--- config.mk ---
export PLATFORM = sky130hd
export DESIGN_NAME = multi_tank_fuel_pump_sequencer
export DESIGN_NICKNAME = d
export VERILOG_FILES = /design/src/rtl/mtfp_pkg.sv /design/src/rtl/mtfp_csr.sv /design/src/rtl/mtfp_seq.sv /design/src/rtl/multi_tank_fuel_pump_sequencer.sv
export SDC_FILE = /design/constraint.sdc
export NUM_CORES = 1
export LEC_CHECK = 0
export BUFFER_PORTS_ARGS = -buffer_cell sky130_fd_sc_hd__buf_2
export CAP_MARGIN = 20
export CELL_PAD_IN_SITES_DETAIL_PLACEMENT = 1
export CELL_PAD_IN_SITES_GLOBAL_PLACEMENT = 2
export CORE_ASPECT_RATIO = 1.75
export CORE_MARGIN = 2
export CORE_UTILIZATION = 41
export DETAILED_ROUTE_END_ITERATION = 8
export GPL_TIMING_DRIVEN = 0
export PLACE_DENSITY = 0.95
export SKIP_CTS_REPAIR_TIMING = 1
export SYNTH_ARGS = -nofsm -noshare
export SYNTH_HDL_FRONTEND = slang
export SYNTH_SLANG_ARGS = --single-unit
--- constraint.sdc ---
create_clock -name clock -period 11.35 [get_ports clock]
set_input_delay 1.7025 -clock clock [delete_from_list [all_inputs] [get_ports clock]]
set_output_delay 1.7025 -clock clock [all_outputs]
set_load 0.03 [all_outputs]
--- src/rtl/mtfp_pkg.sv ---
// Shared types and constants for the multi-tank fuel pump sequencer.
`default_nettype none

package mtfp_pkg;

   localparam int unsigned LEVEL_W = 16;
   localparam int unsigned POINT_W = 10;
   localparam int unsigned DELAY_W = 16;
   localparam int unsigned TIME_W  = 32;
   localparam int unsigned STAGE_W = 3;
   localparam int unsigned CSR_IDX_W  = 3;
   localparam int unsigned CSR_DATA_W = 16;

   localparam logic [CSR_IDX_W-1:0] CSR_CRIT_LOW     = 3'd0;
   localparam logic [CSR_IDX_W-1:0] CSR_TANK1_POINT  = 3'd1;
   localparam logic [CSR_IDX_W-1:0] CSR_TANK2_POINT  = 3'd2;
   localparam logic [CSR_IDX_W-1:0] CSR_TANK3_POINT  = 3'd3;
   localparam logic [CSR_IDX_W-1:0] CSR_PUMP_DELAY   = 3'd4;
   localparam logic [CSR_IDX_W-1:0] CSR_THROTTLE_ALL = 3'd5;

   localparam logic [POINT_W-1:0] CRIT_LOW_RST     = 10'd70;
   localparam logic [POINT_W-1:0] TANK1_POINT_RST  = 10'd200;
   localparam logic [POINT_W-1:0] TANK2_POINT_RST  = 10'd250;
   localparam logic [POINT_W-1:0] TANK3_POINT_RST  = 10'd600;
   localparam logic [DELAY_W-1:0] PUMP_DELAY_RST   = 16'd15000;
   localparam logic [POINT_W-1:0] THROTTLE_ALL_RST = 10'd850;

   localparam logic [LEVEL_W:0] FULL_SCALE = 17'd1000;

   localparam logic [STAGE_W-1:0] STAGE_1 = 3'd1;
   localparam logic [STAGE_W-1:0] STAGE_2 = 3'd2;
   localparam logic [STAGE_W-1:0] STAGE_3 = 3'd3;
   localparam logic [STAGE_W-1:0] STAGE_4 = 3'd4;

   typedef struct packed {
      logic [POINT_W-1:0] crit_low;
      logic [POINT_W-1:0] tank1_point;
      logic [POINT_W-1:0] tank2_point;
      logic [POINT_W-1:0] tank3_point;
      logic [DELAY_W-1:0] pump_delay_ms;
      logic [POINT_W-1:0] throttle_all_on;
   } cfg_type;

   typedef struct packed {
      logic [LEVEL_W-1:0] level_tank1;
      logic [LEVEL_W-1:0] level_tank2;
      logic [LEVEL_W-1:0] level_tank3;
      logic [POINT_W-1:0] throttle_permille;
      logic               ignition_on;
      logic               manual_mode;
      logic               emergency_release;
      logic [TIME_W-1:0]  now_ms;
   } tick_type;

   typedef struct packed {
      logic [2:0]         pump_cmd;
      logic [STAGE_W-1:0] fuel_stage;
   } result_type;

endpackage

`default_nettype wire

--- src/rtl/mtfp_csr.sv ---
// Configuration register bank for the fuel pump sequencer.
`default_nettype none

module mtfp_csr
   import mtfp_pkg::*;
(
   input  wire logic                  clock,
   input  wire logic                  reset,
   input  wire logic                  wr_en,
   input  wire logic [CSR_IDX_W-1:0]  wr_index,
   input  wire logic [CSR_DATA_W-1:0] wr_data,
   output cfg_type                    cfg
);

   cfg_type cfg_ff;

   always_ff @(posedge clock) begin
      if (reset) begin
         cfg_ff.crit_low        <= CRIT_LOW_RST;
         cfg_ff.tank1_point     <= TANK1_POINT_RST;
         cfg_ff.tank2_point     <= TANK2_POINT_RST;
         cfg_ff.tank3_point     <= TANK3_POINT_RST;
         cfg_ff.pump_delay_ms   <= PUMP_DELAY_RST;
         cfg_ff.throttle_all_on <= THROTTLE_ALL_RST;
      end else if (wr_en) begin
         unique case (wr_index)
            CSR_CRIT_LOW:     cfg_ff.crit_low        <= wr_data[POINT_W-1:0];
            CSR_TANK1_POINT:  cfg_ff.tank1_point     <= wr_data[POINT_W-1:0];
            CSR_TANK2_POINT:  cfg_ff.tank2_point     <= wr_data[POINT_W-1:0];
            CSR_TANK3_POINT:  cfg_ff.tank3_point     <= wr_data[POINT_W-1:0];
            CSR_PUMP_DELAY:   cfg_ff.pump_delay_ms   <= wr_data[DELAY_W-1:0];
            CSR_THROTTLE_ALL: cfg_ff.throttle_all_on <= wr_data[POINT_W-1:0];
            default: ;
         endcase
      end
   end

   assign cfg = cfg_ff;

endmodule

`default_nettype wire

--- src/rtl/mtfp_seq.sv ---
// Pump sequencer state and per-tick decision logic.
`default_nettype none

module mtfp_seq
   import mtfp_pkg::*;
(
   input  wire logic     clock,
   input  wire logic     reset,
   input  wire cfg_type  cfg,
   input  wire logic     step,
   input  wire tick_type tick,
   output result_type    res
);

   logic [STAGE_W-1:0] stage_ff, stage_in;
   logic [2:0]         pump_ff, pump_in;
   logic [TIME_W-1:0]  last_ff, last_in;
   logic               ign_prev_ff, ign_prev_in;
   logic               man_prev_ff, man_prev_in;

   logic               sel_en;
   logic [2:0]         sel_mask;
   logic               all_on;
   logic [STAGE_W-1:0] seq_stage;
   logic [TIME_W-1:0]  elapsed;
   logic               delay_ok;
   logic               l3_above_t3, l1_above_t1, l3_above_crit, l3_below_crit;
   logic               l2_above_t2, l1_above_crit, l2_above_crit, l1_above_l2;
   logic               prefer_tank1;

   assign elapsed  = tick.now_ms - last_ff;
   assign delay_ok = elapsed > {{(TIME_W-DELAY_W){1'b0}}, cfg.pump_delay_ms};

   assign l3_above_t3   = tick.level_tank3 > {6'd0, cfg.tank3_point};
   assign l1_above_t1   = tick.level_tank1 > {6'd0, cfg.tank1_point};
   assign l2_above_t2   = tick.level_tank2 > {6'd0, cfg.tank2_point};
   assign l3_above_crit = tick.level_tank3 > {6'd0, cfg.crit_low};
   assign l3_below_crit = tick.level_tank3 < {6'd0, cfg.crit_low};
   assign l1_above_crit = tick.level_tank1 > {6'd0, cfg.crit_low};
   assign l2_above_crit = tick.level_tank2 > {6'd0, cfg.crit_low};
   assign l1_above_l2   = tick.level_tank1 > tick.level_tank2;
   assign prefer_tank1  = ({1'b0, tick.level_tank1} + {7'd0, cfg.tank3_point})
                          > ({1'b0, tick.level_tank3} + FULL_SCALE);

   // stage selection: which pump to run, all pumps on, or advance
   always_comb begin
      sel_en    = 1'b0;
      sel_mask  = 3'b000;
      all_on    = 1'b0;
      seq_stage = stage_ff;
      unique case (stage_ff)
         STAGE_1: begin
            if (l3_above_t3) begin
               sel_en   = 1'b1;
               sel_mask = 3'b100;
            end else begin
               seq_stage = STAGE_2;
            end
         end
         STAGE_2: begin
            if (l1_above_t1) begin
               sel_en   = 1'b1;
               sel_mask = (l3_above_crit && !prefer_tank1) ? 3'b100 : 3'b001;
            end else begin
               seq_stage = STAGE_3;
            end
         end
         STAGE_3: begin
            if (l3_below_crit) begin
               if (l2_above_t2) begin
                  sel_en   = 1'b1;
                  sel_mask = 3'b010;
               end else begin
                  seq_stage = STAGE_4;
               end
            end else begin
               sel_en   = 1'b1;
               sel_mask = 3'b100;
            end
         end
         STAGE_4: begin
            if (l3_below_crit) begin
               if (l1_above_crit && (!l2_above_crit || l1_above_l2)) begin
                  sel_en   = 1'b1;
                  sel_mask = 3'b001;
               end else if (l2_above_crit) begin
                  sel_en   = 1'b1;
                  sel_mask = 3'b010;
               end else begin
                  all_on = 1'b1;
               end
            end else begin
               sel_en   = 1'b1;
               sel_mask = 3'b100;
            end
         end
         default: ;
      endcase
   end

   always_comb begin
      logic [2:0] p;
      p           = pump_ff;
      stage_in    = stage_ff;
      last_in     = last_ff;
      ign_prev_in = ign_prev_ff;
      man_prev_in = man_prev_ff;
      if (tick.emergency_release) begin
         p = 3'b000;
      end else begin
         if (tick.ignition_on != ign_prev_ff) begin
            ign_prev_in = tick.ignition_on;
            if (!tick.ignition_on) p = 3'b000;
         end
         if (tick.manual_mode != man_prev_ff) begin
            man_prev_in = tick.manual_mode;
            if (!tick.manual_mode) p = 3'b000;
         end
         if (!tick.manual_mode && tick.ignition_on) begin
            if (tick.throttle_permille > cfg.throttle_all_on) begin
               p = 3'b111;
            end else begin
               stage_in = seq_stage;
               if (all_on) begin
                  p = 3'b111;
               end else if (sel_en && delay_ok) begin
                  if ((p & ~sel_mask) != 3'b000) begin
                     p = p & sel_mask;
                  end else if ((p & sel_mask) == 3'b000) begin
                     p       = p | sel_mask;
                     last_in = tick.now_ms;
                  end
               end
            end
         end
      end
      pump_in = p;
   end

   always_ff @(posedge clock) begin
      if (reset) begin
         stage_ff    <= STAGE_1;
         pump_ff     <= 3'b000;
         last_ff     <= '0;
         ign_prev_ff <= 1'b0;
         man_prev_ff <= 1'b0;
      end else if (step) begin
         stage_ff    <= stage_in;
         pump_ff     <= pump_in;
         last_ff     <= last_in;
         ign_prev_ff <= ign_prev_in;
         man_prev_ff <= man_prev_in;
      end
   end

   assign res.pump_cmd   = pump_in;
   assign res.fuel_stage = stage_in;

endmodule

`default_nettype wire

--- src/rtl/multi_tank_fuel_pump_sequencer.sv ---
// Top level of the multi-tank fuel pump sequencer: request and response registers.
// A result passes through the request register, then the response register.
// Throughput: one tick per cycle unless stalled; state feedback closes each step.
// Reset: synchronous; clears both registers' valid flags, returns the sequencer
// to stage one with all pumps off and reloads configuration defaults.
`default_nettype none

module multi_tank_fuel_pump_sequencer
   import mtfp_pkg::*;
(
   input  wire logic                  clock,
   input  wire logic                  reset,

   input  wire logic                  req_valid,
   output logic                       req_stall,
   input  wire logic [LEVEL_W-1:0]    req_level_tank1,
   input  wire logic [LEVEL_W-1:0]    req_level_tank2,
   input  wire logic [LEVEL_W-1:0]    req_level_tank3,
   input  wire logic [POINT_W-1:0]    req_throttle_permille,
   input  wire logic                  req_ignition_on,
   input  wire logic                  req_manual_mode,
   input  wire logic                  req_emergency_release,
   input  wire logic [TIME_W-1:0]     req_now_ms,

   output logic                       rsp_valid,
   input  wire logic                  rsp_stall,
   output logic                       rsp_pump1_cmd,
   output logic                       rsp_pump2_cmd,
   output logic                       rsp_pump3_cmd,
   output logic [STAGE_W-1:0]         rsp_fuel_stage,

   input  wire logic                  csr_valid,
   output logic                       csr_ready,
   input  wire logic [CSR_IDX_W-1:0]  csr_index,
   input  wire logic [CSR_DATA_W-1:0] csr_wdata
);

   cfg_type    cfg;
   tick_type   tick_ff;
   logic       tick_valid_ff;
   result_type res_in, res_ff;
   logic       rsp_valid_ff;
   logic       out_free;
   logic       advance;

   assign csr_ready = 1'b1;
   assign out_free  = !rsp_valid_ff || !rsp_stall;
   assign advance   = tick_valid_ff && out_free;
   assign req_stall = tick_valid_ff && !out_free;

   mtfp_csr u_csr (
      .clock    (clock),
      .reset    (reset),
      .wr_en    (csr_valid && csr_ready),
      .wr_index (csr_index),
      .wr_data  (csr_wdata),
      .cfg      (cfg)
   );

   mtfp_seq u_seq (
      .clock (clock),
      .reset (reset),
      .cfg   (cfg),
      .step  (advance),
      .tick  (tick_ff),
      .res   (res_in)
   );

   always_ff @(posedge clock) begin
      if (reset) begin
         tick_valid_ff <= 1'b0;
      end else if (!req_stall) begin
         tick_valid_ff <= req_valid;
      end
   end

   always_ff @(posedge clock) begin
      if (req_valid && !req_stall) begin
         tick_ff.level_tank1       <= req_level_tank1;
         tick_ff.level_tank2       <= req_level_tank2;
         tick_ff.level_tank3       <= req_level_tank3;
         tick_ff.throttle_permille <= req_throttle_permille;
         tick_ff.ignition_on       <= req_ignition_on;
         tick_ff.manual_mode       <= req_manual_mode;
         tick_ff.emergency_release <= req_emergency_release;
         tick_ff.now_ms            <= req_now_ms;
      end
   end

   always_ff @(posedge clock) begin
      if (reset) begin
         rsp_valid_ff <= 1'b0;
      end else if (out_free) begin
         rsp_valid_ff <= tick_valid_ff;
      end
   end

   always_ff @(posedge clock) begin
      if (advance) begin
         res_ff <= res_in;
      end
   end

   assign rsp_valid      = rsp_valid_ff;
   assign rsp_pump1_cmd  = res_ff.pump_cmd[0];
   assign rsp_pump2_cmd  = res_ff.pump_cmd[1];
   assign rsp_pump3_cmd  = res_ff.pump_cmd[2];
   assign rsp_fuel_stage = res_ff.fuel_stage;

endmodule

`default_nettype wire
Word-level counts from Yosys, hierarchy flattened. Cells that the tools add are included.

Input bits: 117. Output and inout bits: 9. Memory bits (read-only): 0. Memories: 0. Bits in registers: 207. RAM bits: 0. Bits in latches: 0. Word-level logic and storage cells: 125.

Multipliers: 0. Add/subtract/negate cells: 3. Divide/modulo/power cells: 0. Reduce and logical (&&, ||, !) cells: 28. Bitwise logic cells: 8. Magnitude comparators: 11. Shift operators: 0. Mux-type cells: 41. Eq/ne operators: 11.

Operators with widths (number): $gt A16 B10 Y1 (6); $mux W3 (25); $gt A32 B16 Y1 (1); $sub A32 B32 Y32 (1); $add A16 B10 Y17 (1); $add A16 B10 Y17 const B (1); $gt A17 B17 Y1 (1); $gt A16 B16 Y1 (1); $lt A16 B10 Y1 (1); $eq A3 B2 Y1 const B (4); $pmux W3 S4 (1); $reduce_and A2 Y1 (6); $mux W1 (11); $gt A10 B10 Y1 (1); $eq A3 B3 Y1 const B (3); $pmux W3 S3 (1); $reduce_and A8 Y1 (1); $logic_and A1 B1 Y1 (7); $logic_not A1 Y1 (7); $and A3 B3 Y3 (2); $eq A3 B1 Y1 const B (2); $logic_not A3 Y1 (2); $reduce_and A3 Y1 (2); $mux W2 (2); other kinds (7) (12).

Depth between registers and ports, before layout.
Word-level depth: 16. Depth in mapped cells: 26. Mapped depth without buffers: 26.

Cells and area by module. Synthesis repeated with hierarchy kept, for this count alone.

Cell total of the unflattened synthesis: 1497. Area, all modules: 13789.5 sq um.

By module, submodules not included: mtfp_seq (instances 1, area an instance 8036.5 sq um, sequential area each 800.8 sq um, cells an instance 1129); multi_tank_fuel_pump_sequencer (instances 1, area an instance 3070.4 sq um, sequential area each 3012.9 sq um, cells an instance 111); mtfp_csr (instances 1, area an instance 2682.6 sq um, sequential area each 1321.3 sq um, cells an instance 257).

Least setup slack after synthesis. OpenSTA, ideal clock, no wires.

Path type: input-to-reg. Start: in rsp_stall. End: reg tick_ff[0] (netlist name) (enable). Cell stages on the path: 2. Setup slack: 4.663 ns. Library setup time: 0.554 ns. Path buffers: 0. Arrival time: 6.132 ns. Data required time: 10.796 ns. Cells stage by stage: and3_1 nor2b_1.

Word-level cells in the longest chain between the ends: 6.

Ends and longest elaborated chain: start: declaration (line multi_tank_fuel_pump_sequencer.sv:26) `input wire logic rsp_stall,`; $logic_not A1 Y1 (line multi_tank_fuel_pump_sequencer.sv:47) `assign out_free = !rsp_valid_ff || !rsp_stall;`; $logic_or A1 B1 Y1 (line multi_tank_fuel_pump_sequencer.sv:47); $logic_not A1 Y1 (line multi_tank_fuel_pump_sequencer.sv:49) `assign req_stall = tick_valid_ff && !out_free;`; $logic_and A1 B1 Y1 (line multi_tank_fuel_pump_sequencer.sv:49); $logic_not A1 Y1 (line multi_tank_fuel_pump_sequencer.sv:78) `if (req_valid && !req_stall) begin`; $logic_and A1 B1 Y1 (line multi_tank_fuel_pump_sequencer.sv:78); end: declaration (line multi_tank_fuel_pump_sequencer.sv:39) `tick_type tick_ff;`.

Every way passes these cells. A chain may end at the register's enable or synchronous reset.

==> results by group <==
STA
  • Relative slew margins: 42.73%
  • Final period util: 57.83%
  • Clock Skew: 22.00 ps
  • Slew Limit Fails: 0
  • TNS Setup: 0 ps
  • Final min period: 6564 ps
  • F_max: 152.3 MHz
  • Unrepaired setup endpoints after global routing: no
  • Final Setup Violations: 0
  • Endpoints failing hold: 0
  • Slew @ Worst Pin: 859.0 ps

Route
  • Total number of vias: 10.68k
  • Post-Route WL: 38360 µm
  • DRC: 0
  • Detailed Routing Iterations Pass 1: 4
  • Routed vias/inst: 5.502
  • Detail Route Antenna Nets: 0
  • DR iter-0 viols: 273
  • Avg WL per Cell: 19.75 µm

Synth
  • XOR/XNOR share of the synthesized area: 2.883%
  • Netlist Area Pre-Place: 0.01276 mm²
  • Synthesized-area fraction occupied by adder cells: 16.10%
  • Flops & latches, synth: 207
  • Mapped Cells: 1383
  • Syn Nets: 1663
  • Synth cell count leaders: nand2_1 (181), ha_1 (161), inv_1 (146)
  • Commonest register cell after synthesis: dfxtp_1
  • Synth top area cells: edfxtp_1 (23%), dfxtp_1 (17%), ha_1 (16%)
  • Simple-gate portion of the synthesized area: 14.60%
  • FFs w/ async S/R, synth: 0%
  • Ys Warns: 0
  • Most frequent cell after synthesis: nand2_1
  • Number of enable flip-flop cells after synthesis: 99
  • Mean post-synth cell area: 9.227 µm²
  • Largest area contributor in the netlist: edfxtp_1
  • Largest family of logic cells by synthesized area: compound AO/OA/AOI/OAI gates
  • Distinct cell type count after synthesis: 72
  • Mux contribution to synthesized area: 3.147%
  • Post-synthesis compound-gate area fraction: 16.97%
  • Fraction of post-synthesis cell area in the top cell type by area: 23.30%
  • Sequential share of the synthesized area: 40.24%

Flow run
  • Max Cap Viol: 0

Pwr
  • Comb power frac: 15.2%
  • Sw Ratio: 27.34%
  • Flop pwr share: 43.7%
  • Power Total: 1929 µW
  • Worst vdd ir: 0.1322 mV
  • Switching power: 527.3 µW
  • PD cells: 131.2 mW/mm²
  • Int Pwr: 1401 µW
  • Leakage: 0.006021 µW
  • Clock power frac: 41.1%

Clocking
  • Clk sink count: 207
  • CTS tree: done
  • CTS clock-pin slew for the worst setup and hold paths: 70 ps
  • Bufs on Longest Clock Path: 3
  • CTS Root Cell: clkbuf_16
  • Num CTS Buffers: 23
  • Worst-skew pair later-pin latency: 550 ps
  • Htree depth: 1

Worst setup path
  • Worst path cell trace: inv_1 > fa_1 > nor2b_1 > o21ai_0 > a21boi_0 > o21ai_0 > a21boi_0 > o21ai_0 > a21boi_0 > o21ai_0 > a21oi_1 > xor2_1 > ha_1 > nand4_1 > or4_1 > mux2_2 > o31a_1 > o311ai_0 > o21ai_0 > o22a_1 > and3_2 > nor3_1 > a221oi_1
  • Crit path max-delay family: compound AO/OA/AOI/OAI gates
  • Critical-path top delay cell: or4_1
  • Slowest Stage Delay on Critical Path: 630 ps
  • Arr. time, crit path: 6820 ps
  • Buf+Inv Stages, Crit Path: 1
  • Critical-path maximum fanout: 5
  • Worst Setup End Kind: flop
  • Top cell by count, worst path: o21ai_0
  • Worst Path Required: 11610 ps
  • CP startpoint kind: flop
  • Crit Path Class: flop to flop

Global routing
  • Number of antenna violations at the first check in global routing: 0
  • Gr usage total: 23.92%
  • First-pass GRT wire length: 60010 µm
  • Vias in the first global route: 11.65k
  • Overflow after GRT: 0
  • Largest net degree at the start of global routing: 35

Die
  • Die Wd: 137.4 µm
  • DIE HEIGHT: 237.4 µm
  • Starting Density: 41.52%
  • Site row count: 85
  • Core area: 0.03074 mm²
  • Die area: 0.03261 mm²
  • I/O Pins: 126

Finish
  • N_diodes: 0
  • Fin nets: 1814
  • Area Overhead vs Synth: 15.23%
  • Layout cells sized above 1: 11.80%
  • Fill cells: 3572

Place
  • DP Wirelength: 31070 µm
  • Port buffer count: 124
  • RePlAce Congestion: 0.8956

Worst hold path
  • Worst min path class: flop to flop

Outcome
  • Run status: complete, no violations
==> per-stage QoR <==
step | worst slack [ps] | hold slack [ps] | instance area, µm² | std cells | util [%]
finish | 4786 | 458.5 | 14700 | 1942 | 47.84
global route | 4354 | 487.1 | 14700 | 1942 | 47.84
CTS | 4822 | 461.5 | 14700 | 1942 | 47.84
detailed placement | 4991 | 450.7 | 13920 | 1900 | 45.28
global placement | 2857 | 442.8 | 13870 | 1898 | 45.13
floorplan | 4663 | 436.3 | 12760 | 1383 | -
==> cell usage in the layout (no fill, tap or decap), types with 5 or more instances in the layout <==
cell,netlist,layout
xnor2_1,27,27
nand2b_1,7,7
buf_12,3,5
inv_1,146,146
nor3_1,19,19
xor2_1,15,15
clkinv_2,0,6
edfxtp_1,99,99
nor4_1,7,7
a211oi_1,12,12
clkbuf_16,0,23
and3_1,14,14
ha_1,161,161
nor2_1,84,84
buf_2,0,124
nand4_1,29,29
o21ai_0,44,44
a21oi_1,122,122
a31oi_1,10,10
o21a_1,12,12
nand2_1,181,181
clkbuf_1,35,40
and2_1,7,7
a221oi_1,6,6
o211ai_1,40,40
a21o_1,29,29
nor2b_1,17,16
nand3_1,17,17
dfxtp_1,108,108
o21bai_1,5,5
mux2i_1,39,39
==> area by class of cell <==
cell class	count	area (µm²)	share of cell area, %
multi-input combinational	987	6864	46.68
inverter	146	548.0	3.727
clock inverter	14	191.4	1.302
tap	391	489.2	3.327
sequential	207	5135	34.92
clock buffer	28	594.3	4.042
timing repair buffer	126	660.6	4.493
buffer	43	221.5	1.506
==> layer usage <==
layer,up-vias,routed length [µm],track usage [%]
li1,5245,-,-
met1,5137,12850,21.23
met2,190,21840,48.71
met3,112,958,2.389
met4,0,2712,15.06
met5,-,0,0
==> state kept, by name, indices dropped and copies added, names as in the netlist <==
name	cells
tick_ff	93
u_csr.cfg	66
u_seq.last_ff	32
rsp_fuel_stage	3
u_seq.pump_ff	3
u_seq.stage_ff	3
rsp_pump1_cmd	1
rsp_pump2_cmd	1
rsp_pump3_cmd	1
rsp_valid	1
tick_valid_ff	1
u_seq.ign_prev_ff	1
u_seq.man_prev_ff	1
==> path summary, 6_finish.rpt <==
kind	start	end	cells after the start	slack, ps
worst max register to register	tick_ff[78]$_DFFE_PP_	rsp_pump2_cmd$_DFFE_PP_	23	4790
worst min register to register	u_csr.cfg[60]$_SDFFE_PP0P_	u_csr.cfg[60]$_SDFFE_PP0P_	2	460
worst min-delay path	u_csr.cfg[60]$_SDFFE_PP0P_	u_csr.cfg[60]$_SDFFE_PP0P_	2	460
worst max-delay path	tick_ff[78]$_DFFE_PP_	rsp_pump2_cmd$_DFFE_PP_	23	4790
==> power by group through the flow <==
stage	Sequential [µW]	Combinational [µW]	Clock, µW
after floorplan	851	192	0
after global placement	863	279	0
after detailed placement	860	292	0
after CTS	844	295	815
after global routing	846	329	841
final	844	293	792
==> cell families (layout without fill, tap and decap cells) <==
logic type,Yosys count,count (layout)
buffers and inverters,189,357
XOR/XNOR,42,42
adder cells (fa/ha/maj),163,163
multiplexers,40,40
AO/OA/AOI/OAI,336,336
AND/OR/NAND/NOR,405,405
other,1,1
flip-flops,207,207
==> worst reg2reg max path, stage by stage (launching register included) <==
cell and delay (ps):
edfxtp_1 570, inv_1 110, fa_1 450, nor2b_1 150, o21ai_0 120, a21boi_0 280
o21ai_0 150, a21boi_0 270, o21ai_0 200, a21boi_0 340, o21ai_0 230, a21oi_1 310
xor2_1 120, ha_1 320, nand4_1 200, or4_1 630, mux2_2 290, o31a_1 160
o311ai_0 300, o21ai_0 240, o22a_1 210, and3_2 200, nor3_1 250, a221oi_1 150
Note: power is estimated with default switching activity, not from simulation.
